### src/sv/epa_pkg.sv
`default_nettype none
package epa_pkg;

  localparam int CordicIterations = 16;
  localparam int AtanEntries      = 24;
  localparam int IterCount        = (CordicIterations > AtanEntries) ? AtanEntries
                                                                     : CordicIterations;
  localparam int IterW            = $clog2(AtanEntries);
  localparam logic [IterW-1:0] IterLast = IterW'(IterCount - 1);

  localparam int AngW   = 32;
  localparam int VecW   = 36;
  localparam int FracDrop = 16;
  localparam int DeltaW = VecW - FracDrop;
  localparam int SumW   = 24;

  localparam logic [15:0] GainInvQ16       = 16'd39797;
  localparam logic [15:0] FirstHarmonicRst = 16'hFFB5;  // -75
  localparam logic signed [SumW-1:0] SumMax = 24'sh7FFFFF;
  localparam logic signed [SumW-1:0] SumMin = 24'sh800000;

  typedef enum logic [2:0] {
    ST_IDLE,
    ST_ANGLE,
    ST_LOAD,
    ST_ITER,
    ST_ACC
  } epa_state_e;

  typedef struct packed {
    logic             load;
    logic             step;
    logic [IterW-1:0] iter;
  } epa_cordic_ctrl_t;

  typedef struct packed {
    logic capture;
    logic angle_en;
    logic acc_en;
  } epa_seq_t;

  // atan(2^-i) as 32-bit binary angles
  function automatic logic [AngW-1:0] atan_lookup(input logic [IterW-1:0] idx);
    logic [AngW-1:0] r;
    case (idx)
      5'd0:    r = 32'h20000000;
      5'd1:    r = 32'h12E4051E;
      5'd2:    r = 32'h09FB385B;
      5'd3:    r = 32'h051111D4;
      5'd4:    r = 32'h028B0D43;
      5'd5:    r = 32'h0145D7E1;
      5'd6:    r = 32'h00A2F61E;
      5'd7:    r = 32'h00517C55;
      5'd8:    r = 32'h0028BE53;
      5'd9:    r = 32'h00145F2F;
      5'd10:   r = 32'h000A2F98;
      5'd11:   r = 32'h000517CC;
      5'd12:   r = 32'h00028BE6;
      5'd13:   r = 32'h000145F3;
      5'd14:   r = 32'h0000A2FA;
      5'd15:   r = 32'h0000517D;
      5'd16:   r = 32'h000028BE;
      5'd17:   r = 32'h0000145F;
      5'd18:   r = 32'h00000A30;
      5'd19:   r = 32'h00000518;
      5'd20:   r = 32'h0000028C;
      5'd21:   r = 32'h00000146;
      5'd22:   r = 32'h000000A3;
      5'd23:   r = 32'h00000051;
      default: r = '0;
    endcase
    return r;
  endfunction

endpackage
`default_nettype wire

### src/sv/epa_cordic.sv
`default_nettype none
module epa_cordic (
  input  wire logic                             clk_i,
  input  wire epa_pkg::epa_cordic_ctrl_t        ctrl_i,
  input  wire logic [15:0]                      mag_i,
  input  wire logic [15:0]                      ang_i,
  output logic signed [epa_pkg::DeltaW-1:0]     dx_o,
  output logic signed [epa_pkg::DeltaW-1:0]     dy_o
);
  import epa_pkg::*;

  logic signed [VecW-1:0] x_q, x_d, y_q, y_d;
  logic signed [AngW:0]   z_q, z_d;

  logic [31:0]            prod;
  logic signed [VecW-1:0] x_init;
  logic                   fold;
  logic [AngW-1:0]        ang_full;
  logic signed [VecW-1:0] sh_x, sh_y;
  logic signed [AngW:0]   atan_v;
  logic [VecW-1:0]        rnd_x, rnd_y;

  always_comb begin
    prod     = 32'(mag_i * GainInvQ16);
    // outside [-1/4, 1/4) turn: negate the start vector and move by half a turn
    fold     = ang_i[15] ^ ang_i[14];
    ang_full = {ang_i, 16'h0000} + (fold ? 32'h80000000 : 32'h0);
    x_init   = signed'({{(VecW-32){1'b0}}, prod});
    sh_x     = x_q >>> ctrl_i.iter;
    sh_y     = y_q >>> ctrl_i.iter;
    atan_v   = signed'({1'b0, atan_lookup(ctrl_i.iter)});
    x_d = x_q;
    y_d = y_q;
    z_d = z_q;
    if (ctrl_i.load) begin
      x_d = fold ? -x_init : x_init;
      y_d = '0;
      z_d = signed'({ang_full[AngW-1], ang_full});
    end else if (ctrl_i.step) begin
      if (!z_q[AngW]) begin
        x_d = x_q - sh_y;
        y_d = y_q + sh_x;
        z_d = z_q - atan_v;
      end else begin
        x_d = x_q + sh_y;
        y_d = y_q - sh_x;
        z_d = z_q + atan_v;
      end
    end
  end

  always_ff @(posedge clk_i) begin
    x_q <= x_d;
    y_q <= y_d;
    z_q <= z_d;
  end

  // round off the 16 fraction bits to nearest, half up
  assign rnd_x = x_q + VecW'(32768);
  assign rnd_y = y_q + VecW'(32768);
  assign dx_o  = signed'(rnd_x[VecW-1:FracDrop]);
  assign dy_o  = signed'(rnd_y[VecW-1:FracDrop]);

endmodule
`default_nettype wire

### src/sv/epa_ctrl.sv
`default_nettype none
module epa_ctrl (
  input  wire logic                      clk_i,
  input  wire logic                      rst_ni,
  input  wire logic                      in_valid_i,
  input  wire logic                      cfg_valid_i,
  input  wire logic                      out_pending_i,
  output logic                           in_ready_o,
  output logic                           cfg_ready_o,
  output epa_pkg::epa_seq_t              seq_o,
  output epa_pkg::epa_cordic_ctrl_t      cordic_o
);
  import epa_pkg::*;

  epa_state_e       state_q, state_d;
  logic [IterW-1:0] iter_q, iter_d;

  always_comb begin
    state_d = state_q;
    unique case (state_q)
      ST_IDLE:  if (in_valid_i && !cfg_valid_i) state_d = ST_ANGLE;
      ST_ANGLE: state_d = ST_LOAD;
      ST_LOAD:  state_d = ST_ITER;
      ST_ITER:  if (iter_q == IterLast) state_d = ST_ACC;
      ST_ACC:   if (!out_pending_i) state_d = ST_IDLE;
      default:  state_d = ST_IDLE;
    endcase
  end

  always_comb begin
    iter_d = iter_q;
    if (state_q == ST_LOAD) iter_d = '0;
    else if (state_q == ST_ITER) iter_d = iter_q + 1'b1;
  end

  always_comb begin
    in_ready_o     = (state_q == ST_IDLE) && !cfg_valid_i;  // a config write takes priority
    cfg_ready_o    = (state_q == ST_IDLE);
    seq_o.capture  = (state_q == ST_IDLE) && in_valid_i && !cfg_valid_i;
    seq_o.angle_en = (state_q == ST_ANGLE);
    seq_o.acc_en   = (state_q == ST_ACC) && !out_pending_i;
    cordic_o.load  = (state_q == ST_LOAD);
    cordic_o.step  = (state_q == ST_ITER);
    cordic_o.iter  = iter_q;
  end

  always_ff @(posedge clk_i or negedge rst_ni) begin
    if (!rst_ni) begin
      state_q <= ST_IDLE;
      iter_q  <= '0;
    end else begin
      state_q <= state_d;
      iter_q  <= iter_d;
    end
  end

endmodule
`default_nettype wire

### src/sv/epicycle_phasor_accumulator_top.sv
`default_nettype none
// Channel   Handshake                 Payload
// input     in_valid_i / in_ready_o   frame_time_i, magnitude_i, phase_i, last_term_i
// result    out_valid_o / out_ready_i point_x_o, point_y_o, frame_end_o
// config    cfg_valid_i / cfg_ready_o first_harmonic_i
//
// An item goes through angle multiply, vector load, 16 micro-rotations of the
// one shared CORDIC stage, then accumulate; the input is not ready again until
// the block is back in idle, so a new item is taken only after the last is through.
// The result register lets the next item be taken while a point waits; the
// accumulate step holds until that point has been taken.
// Reset clears the sums and loads the harmonic with -75; a config write does
// the same with the written value.
module epicycle_phasor_accumulator_top (
  input  wire logic               clk_i,
  input  wire logic               rst_ni,
  input  wire logic               cfg_valid_i,
  output logic                    cfg_ready_o,
  input  wire logic [15:0]        first_harmonic_i,
  input  wire logic               in_valid_i,
  output logic                    in_ready_o,
  input  wire logic [15:0]        frame_time_i,
  input  wire logic [15:0]        magnitude_i,
  input  wire logic [15:0]        phase_i,
  input  wire logic               last_term_i,
  output logic                    out_valid_o,
  input  wire logic               out_ready_i,
  output logic signed [23:0]      point_x_o,
  output logic signed [23:0]      point_y_o,
  output logic                    frame_end_o
);
  import epa_pkg::*;

  epa_seq_t         seq;
  epa_cordic_ctrl_t cordic_ctrl;

  logic [15:0] fh_q, harmonic_q, t_q, mag_q, ph_q, ang_q;
  logic        last_q;
  logic signed [SumW-1:0]   sum_x_q, sum_y_q, sum_x_d, sum_y_d;
  logic signed [DeltaW-1:0] dx, dy;
  logic signed [SumW+1:0]   ext_x, ext_y;
  logic [31:0] nt;
  logic        out_valid_q, frame_end_q;
  logic signed [SumW-1:0] px_q, py_q;
  logic        cfg_wr;

  epa_ctrl u_ctrl (
    .clk_i         (clk_i),
    .rst_ni        (rst_ni),
    .in_valid_i    (in_valid_i),
    .cfg_valid_i   (cfg_valid_i),
    .out_pending_i (out_valid_q && !out_ready_i),
    .in_ready_o    (in_ready_o),
    .cfg_ready_o   (cfg_ready_o),
    .seq_o         (seq),
    .cordic_o      (cordic_ctrl)
  );

  epa_cordic u_cordic (
    .clk_i  (clk_i),
    .ctrl_i (cordic_ctrl),
    .mag_i  (mag_q),
    .ang_i  (ang_q),
    .dx_o   (dx),
    .dy_o   (dy)
  );

  assign cfg_wr = cfg_valid_i && cfg_ready_o;
  assign nt     = 32'(harmonic_q * t_q);

  function automatic logic signed [SumW-1:0] sat(input logic signed [SumW+1:0] v);
    logic signed [SumW-1:0] r;
    if (v > SumW'(SumMax)) r = SumMax;
    else if (v < SumW'(SumMin)) r = SumMin;
    else r = v[SumW-1:0];
    return r;
  endfunction

  always_comb begin
    ext_x   = (SumW+2)'(sum_x_q) + (SumW+2)'(dx);
    ext_y   = (SumW+2)'(sum_y_q) + (SumW+2)'(dy);
    sum_x_d = sat(ext_x);
    sum_y_d = sat(ext_y);
  end

  always_ff @(posedge clk_i) begin
    if (seq.capture) begin
      t_q    <= frame_time_i;
      mag_q  <= magnitude_i;
      ph_q   <= phase_i;
      last_q <= last_term_i;
    end
    if (seq.angle_en) ang_q <= ph_q + nt[15:0];
    if (seq.acc_en) begin
      px_q        <= sum_x_d;
      py_q        <= sum_y_d;
      frame_end_q <= last_q;
    end
  end

  always_ff @(posedge clk_i or negedge rst_ni) begin
    if (!rst_ni) begin
      fh_q        <= FirstHarmonicRst;
      harmonic_q  <= FirstHarmonicRst;
      sum_x_q     <= '0;
      sum_y_q     <= '0;
      out_valid_q <= 1'b0;
    end else begin
      if (cfg_wr) begin
        fh_q       <= first_harmonic_i;
        harmonic_q <= first_harmonic_i;
        sum_x_q    <= '0;
        sum_y_q    <= '0;
      end else if (seq.acc_en) begin
        if (last_q) begin
          harmonic_q <= fh_q;
          sum_x_q    <= '0;
          sum_y_q    <= '0;
        end else begin
          harmonic_q <= harmonic_q + 16'd1;
          sum_x_q    <= sum_x_d;
          sum_y_q    <= sum_y_d;
        end
      end
      if (seq.acc_en) out_valid_q <= 1'b1;
      else if (out_ready_i) out_valid_q <= 1'b0;
    end
  end

  assign out_valid_o = out_valid_q;
  assign point_x_o   = px_q;
  assign point_y_o   = py_q;
  assign frame_end_o = frame_end_q;

endmodule
`default_nettype wire

### config.mk
export PLATFORM = sky130hd
export DESIGN_NAME = epicycle_phasor_accumulator_top
export DESIGN_NICKNAME = d
export VERILOG_FILES = /design/src/sv/epa_pkg.sv /design/src/sv/epa_cordic.sv /design/src/sv/epa_ctrl.sv /design/src/sv/epicycle_phasor_accumulator_top.sv
export SDC_FILE = /design/constraint.sdc
export NUM_CORES = 2
export LEC_CHECK = 0
export BUFFER_PORTS_ARGS = -buffer_cell sky130_fd_sc_hd__buf_4
export CORE_UTILIZATION = 40
export CTS_BUF_LIST = sky130_fd_sc_hd__clkbuf_2 sky130_fd_sc_hd__clkbuf_4 sky130_fd_sc_hd__clkbuf_8
export DETAILED_ROUTE_END_ITERATION = 8
export SETUP_SLACK_MARGIN = 0.02
export SLEW_MARGIN = 20
export SYNTH_ARGS = -nofsm -noshare
export SYNTH_HDL_FRONTEND = slang
export SYNTH_SLANG_ARGS = --single-unit
### constraint.sdc
create_clock -name clk_i -period 13.9 [get_ports clk_i]
set_input_delay 2.085 -clock clk_i [delete_from_list [all_inputs] [get_ports clk_i]]
set_output_delay 2.085 -clock clk_i [all_outputs]
set_load 0.01 [all_outputs]
* Word level (Yosys, flattened, before mapping)
Memory sizes are Yosys's and may differ from the RTL's.
Cells that the tools add are included.
** Word-level totals
- Memories kept :: 1
- Logic and storage cells :: 96
- Bits of input ports :: 70
- Bits in latches :: 0
- Bits in read-only memories :: 960
- Register bits :: 308
- Bits in writable memories :: 0
** Cells by class
- Multiply operators :: 2
- Eq/ne operators :: 8
- Bitwise operators :: 1
- Reductions and logical operators :: 15
- Divide/modulo/power cells :: 0
- Order comparisons :: 4
- Muxes and demuxes :: 30
- Add/sub/neg operators :: 15
- Shift operators :: 2
** Memory list
- (name not given) :: words 32, bits a word 30, rd ports 1, clocked after Yosys merged registers in 0, wr ports 0, line epa_pkg.sv:45 : case (idx)
** Operators with widths (number)
- 2-to-1 mux 24 bit :: 10
- 2-to-1 mux 36 bit :: 5
- 2-to-1 mux 33 bit :: 3
- adder 36 x 17 -> 36 bit, second input constant :: 2
- adder 36 bit :: 2
- >>> shifter 36 x 5 -> 36 bit :: 2
- subtractor 36 bit :: 2
- adder 24 x 20 -> 25 bit :: 2
- > comparator 25 x 24 -> 1 bit, second input constant :: 2
- < comparator 25 x 24 -> 1 bit, second input constant :: 2
- 2-to-1 mux 16 bit :: 3
- negator 32 -> 36 bit :: 1
- adder 33 bit :: 1
- subtractor 33 bit :: 1
- adder 32 bit :: 1
- multiplier 16 x 16 -> 32 bit, second input constant :: 1
- 2-to-1 mux 32 bit :: 1
- adder 16 x 1 -> 16 bit, second input constant :: 1
- adder 16 bit :: 1
- multiplier 16 x 16 -> 16 bit :: 1
- case mux 3 bit (5 select lines) :: 1
- 2-to-1 mux 5 bit :: 2
- 2-to-1 mux 3 bit :: 3
- logical AND 1 bit :: 7
- other kinds (13) :: 20

* Longest topological paths before layout
- Word-level depth :: 8
- Depth in mapped cells :: 31

* Modules after synthesis
A second synthesis with hierarchy kept.
** Unflattened totals
- Cell total of the unflattened synthesis :: 4134
- Area total of the unflattened synthesis :: 37480.9 µm²
** Modules (own cells, without submodules)
- epa_cordic :: cells an instance 2710, instances 1, area each 22863.2 µm²
- epicycle_phasor_accumulator_top :: cells an instance 1374, instances 1, area each 14144.8 µm²
- epa_ctrl :: cells an instance 50, instances 1, area each 473.0 µm²

* Least setup slack after synthesis
OpenSTA, ideal clock, no wires.
- Path type :: input to register
- Start :: input port cfg_valid_i
- End :: register last_q, enable pin
- Library setup time :: 0.577 ns
- Arrival time :: 6.888 ns
- Path slack :: 6.435 ns
- Cell stages on the path :: 2
- Cell sequence :: nand2b_1 -> nor4_1
** RTL lines
- start, declared :: line epicycle_phasor_accumulator_top.sv:17 : input wire logic cfg_valid_i,
- end signal, assigned :: line epicycle_phasor_accumulator_top.sv:91 : last_q <= last_term_i;
- end, declared :: line epicycle_phasor_accumulator_top.sv:38 : logic last_q;

* Worst setup path after layout
- Start :: register mag_q[9]
- End :: register u_cordic.x_q[31], data pin
** On the way
- Longest elaborated chain between the ends :: 4
** RTL lines
- start, declared :: line epicycle_phasor_accumulator_top.sv:37 : logic [15:0] fh_q, harmonic_q, t_q, mag_q, ph_q, ang_q;
- start signal, assigned :: line epicycle_phasor_accumulator_top.sv:89 : mag_q <= magnitude_i;
- multiplier 16 x 16 -> 32 bit (*) :: line epa_cordic.sv:24 : prod = 32'(mag_i * GainInvQ16);
- negator 32 -> 36 bit :: line epa_cordic.sv:36 : x_d = fold ? -x_init : x_init;
- 2-to-1 mux 36 bit (*) :: line epa_cordic.sv:36
- 2-to-1 mux 36 bit (*) :: line epa_cordic.sv:35 : if (ctrl_i.load) begin
- net u_cordic.x_d[31] :: line epa_cordic.sv:12 : logic signed [VecW-1:0] x_q, x_d, y_q, y_d;
- end signal, assigned :: line epa_cordic.sv:53 : x_q <= x_d;
- end, declared :: line epa_cordic.sv:12
The timed path passes the listed nets; every way through them passes the cells marked *.
A chain may end at the register's enable or synchronous reset.

==> metrics.md <==
| Metric | Value |
|---|---|
| Tcrit/Tclk final | between 50% and 60% |
| CTS tree | built |
| CTS clk-pin slew, worst paths | 0.05 ns |
| Synth cell types | 95 |
| Synth Area in Simple Gates | roughly 15% |
| Largest net degree at the start of global routing | between 70 and 80 |
| Arr. time, crit path | around 8.2 ns |
| IO Count | ~120 |
| Largest family of logic cells by synthesized area | adder cells |
| Final Hold Viols | 0 |
| Area Growth Syn to Fin | 9.38% |
| DP HPWL | a little under 80 mm |
| Max Cap Violations | 0 |
| Initial Utilization | 40.3% |
| Port Buffers | ~120 |
| Gr ovfl total | 0 |
| Critical path capture point type | flip-flop |
| Setup Crit Path Kind | reg -> reg |
| Routed Wire Length | between 100 and 150 mm |
| Syn Inst Count | approximately 4200 |
| Fraction of registers with async set/reset | 28.9% |
| Layout cells sized above 1 | 10.4% |
| Vias | 30400 |
| Critical hold path startpoint | fh_q[0]$_DFFE_PN1P_ |
| Mux contribution to synthesized area | 7.03% |
| Root Driver | clkbuf_8 |
| YS warnings | 0 |
| First-pass GRT wire length | approximately 160 mm |
| Synth Area in Compound Gates | between 10% and 20% |
| Fin Clk Skew | between 0.04 and 0.05 ns |
| Max FO, Critical Path | 6 |
| Filler instances | 8963 |
| Initial antenna violation count | 1 |
| Slew Limit Fails | 0 |
| H-tree Lvls | 3 |
| TNS Setup | 0 ns |
| # resized after CTS | 0 |
| CP startpoint | mag_q[9]$_DFFE_PP_ |
| XOR/XNOR Fraction of Synth Area | 8.33% |
| Slew @ Worst Pin | 1.05 ns |
| Gp weighted congestion | between 0.9 and 1 |
| Synth Net Count | 4775 |
| WP data required | ~14 ns |
| Placed cell count | between 5000 and 6000 |
| Most frequent cells in the layout | 436 x nand2_1, 368 x inv_1, 340 x ha_1 |
| Unrepaired setup endpoints after global routing | no |
| RR Startpoint | mag_q[9]$_DFFE_PP_ |
| Worst-Skew Late Latency | between 0.6 and 0.7 ns |
| Crit path time final | a little under 8 ns |
| Setup repair bufs after CTS | 0 |
| Post-route ant nets | 0 |
| EDFF count, synth | between 150 and 200 |
| GR Util met1 | roughly 30% |
| Adder-Cell Fraction of Synth Area | a little under a quarter |
| Cts hold-fix bufs | 0 |
| Register area share after synthesis | about 23% |
| Clock sink total | 308 |
| GRT Total Usage | between 20% and 30% |
| Num rows | ~110 |
| Clock Tree Buf Depth | 3 |
| HP Class | reg -> reg |
| WL/cell | between 15 and 20 um |
| DRT iter0 DRCs | about 2200 |
| Finished Layout Cells | ~5400 |
| Avg Inst Size Synth | roughly 8.9 um2 |
| Global routing usage on met2 | between 30% and 40% |
| TritonCTS Buffers | 66 |
| Final setup fails | 0 |
| Remaining routing DRC violations | 0 |
| Pre-Repair DR Iteration Count | 6 |
| Achievable Freq | about 130 MHz |
| Die Width | approximately 310 um |
| Dominant synthesized flop cell | edfxtp_1 |
| Outcome | finished, final reports clean |
| Fin nets | 4804 |
| Slew Limit Headroom | 29.8% |
| GR Util met3 | under 10% |
| Pre-CTS setup slack | ~6 ns |
| DIE HEIGHT | around 310 um |
| Commonest non-fill, non-tap cell in the layout | nand2_1 |
| Post-synthesis register bit count | between 300 and 400 |
| Number of global-route vias before repair | 30000 |
| Setup ws final | between 6 and 7 ns |
| DIE AREA | about 0.093 mm2 |
| Mapped cell area | ~0.037 mm2 |
| Drt via density | between 5 and 6 |
| CORE AREA | between 0.09 and 0.1 mm2 |
| Startpoint Class | flip-flop |
| Gr busiest metal | met2 |
-- worst paths after layout --
kind | slack, ns | end | depth (start not counted)
min | 0.46 | fh_q[0]$_DFFE_PN1P_ | 2
min reg2reg | 0.46 | fh_q[0]$_DFFE_PN1P_ | 2
max reg2reg | 6.13 | u_cordic.x_q[31]$_DFFE_PN_ | 22
max | 6.13 | u_cordic.x_q[31]$_DFFE_PN_ | 22
min in group asynchronous | 1.50 | sum_y_q[19]$_DFFE_PN0P_ | 1
max in group asynchronous | 11.24 | u_ctrl.iter_q[0]$_DFFE_PN0N_ | 2
-- state kept, by name (all words and copies together) (netlist names) --
register        flops
point_x_o          24
u_ctrl.iter_q       5
mag_q              16
u_cordic.z_q       33
frame_end_o         1
u_cordic.y_q       36
harmonic_q         16
ph_q               16
u_ctrl.state_q      3
ang_q              16
sum_x_q            24
out_valid_o         1
point_y_o          24
sum_y_q            24
last_q              1
u_cordic.x_q       36
t_q                16
fh_q               16
-- through the flow --
stage	area, um2	hold WS (ns)	utilization [%]
final	40400	0.456	44.1
after global routing	40400	0.467	44.1
after CTS	40400	0.456	44.1
after detailed placement	38800	0.449	42.4
after global placement	38800	0.442	42.4
after floorplan	36900	0.436	-
-- worst max-delay path: stages (launching register included) --
cell and delay [ns]:
edfxtp_1 0.53, inv_1 0.29, fa_1 0.49, fa_1 0.52, inv_1 0.05, fa_1 0.52, fa_1 0.44, fa_1 0.54
inv_1 0.05, fa_1 0.54, inv_1 0.04, ha_1 0.37, a21oi_1 0.24, o21ai_0 0.16, a221oi_1 0.53, o221ai_1 0.22
xnor2_1 0.31, nand4_1 0.13, nor4_1 0.57, and4_1 0.39, a41oi_1 0.16, xnor2_1 0.16, mux2_2 0.27
-- layout make-up --
class | count | area [um2] | share of cell area [%]
Multi-Input combinational cell | 3285 | 26300 | 65.1
Sequential cell | 308 | 8490 | 21.0
Tap cell | 1186 | 1480 | 3.68
Inverter | 373 | 1400 | 3.47
Timing Repair Buffer | 158 | 1190 | 2.94
Clock buffer | 94 | 1170 | 2.90
Clock inverter | 25 | 359 | 0.890
Antenna cell | 1 | 2.50 | 0.00620
-- per-layer routing --
metal / vias up / part of all wire (%)
li1: 14800 / -
met1: 14600 / 45
met2: 837 / 47
met3: 175 / 4.7
met4: 0 / 2.9
met5: - / 0
-- logic make-up (layout without fill, tap and decap cells) --
| logic type | count (synthesis) | after routing |
|---|---|---|
| fa+ha+maj | 557 | 557 |
| other cells | 0 | 1 |
| xor+xnor | 351 | 351 |
| mux | 167 | 167 |
| compound gates | 1041 | 1041 |
| buf+inv | 570 | 650 |
| simple gates | 1169 | 1169 |
| flops | 308 | 308 |
-- synthesized netlist by cell type (10+ instances only) --
cell / n / share of area [%]
o221ai_1: 11 / 0.26
mux4_1: 13 / 0.93
mux2i_1: 53 / 1.4
edfxtp_1: 183 / 15
dfstp_2: 26 / 1.9
clkbuf_1: 143 / 1.5
a211oi_1: 32 / 0.65
nand3_1: 73 / 0.99
or3_1: 15 / 0.25
o211ai_1: 30 / 0.61
xor2_1: 138 / 3.3
o22ai_1: 17 / 0.29
mux2_2: 48 / 1.5
dfrtp_1: 63 / 4.3
a21oi_1: 306 / 4.2
nor4_1: 13 / 0.22
a211o_1: 14 / 0.33
mux4_2: 52 / 3.2
nor3_1: 66 / 0.90
o21ai_0: 260 / 3.5
nand2_1: 436 / 4.4
a22o_1: 28 / 0.66
a21o_1: 104 / 2.1
nor2b_1: 27 / 0.46
fa_1: 202 / 11
buf_2: 21 / 0.28
o21bai_1: 25 / 0.51
maj3_1: 15 / 0.41
dfxtp_1: 36 / 2.0
and2_1: 98 / 1.7
nor2_1: 260 / 2.6
o21a_1: 33 / 0.67
ha_1: 340 / 12
a31oi_1: 44 / 0.75
and3_1: 43 / 0.73
or2_2: 10 / 0.17
inv_1: 371 / 3.8
nand2b_1: 53 / 0.90
nor3b_1: 13 / 0.26
nand4_1: 23 / 0.39
buf_1: 25 / 0.25
o31ai_1: 17 / 0.35
xnor2_1: 213 / 5.1
a21boi_0: 11 / 0.22
Power is left out: the tool's default activity adds up to more than one toggle a clock period on the data nets, which glitch-free logic cannot reach.
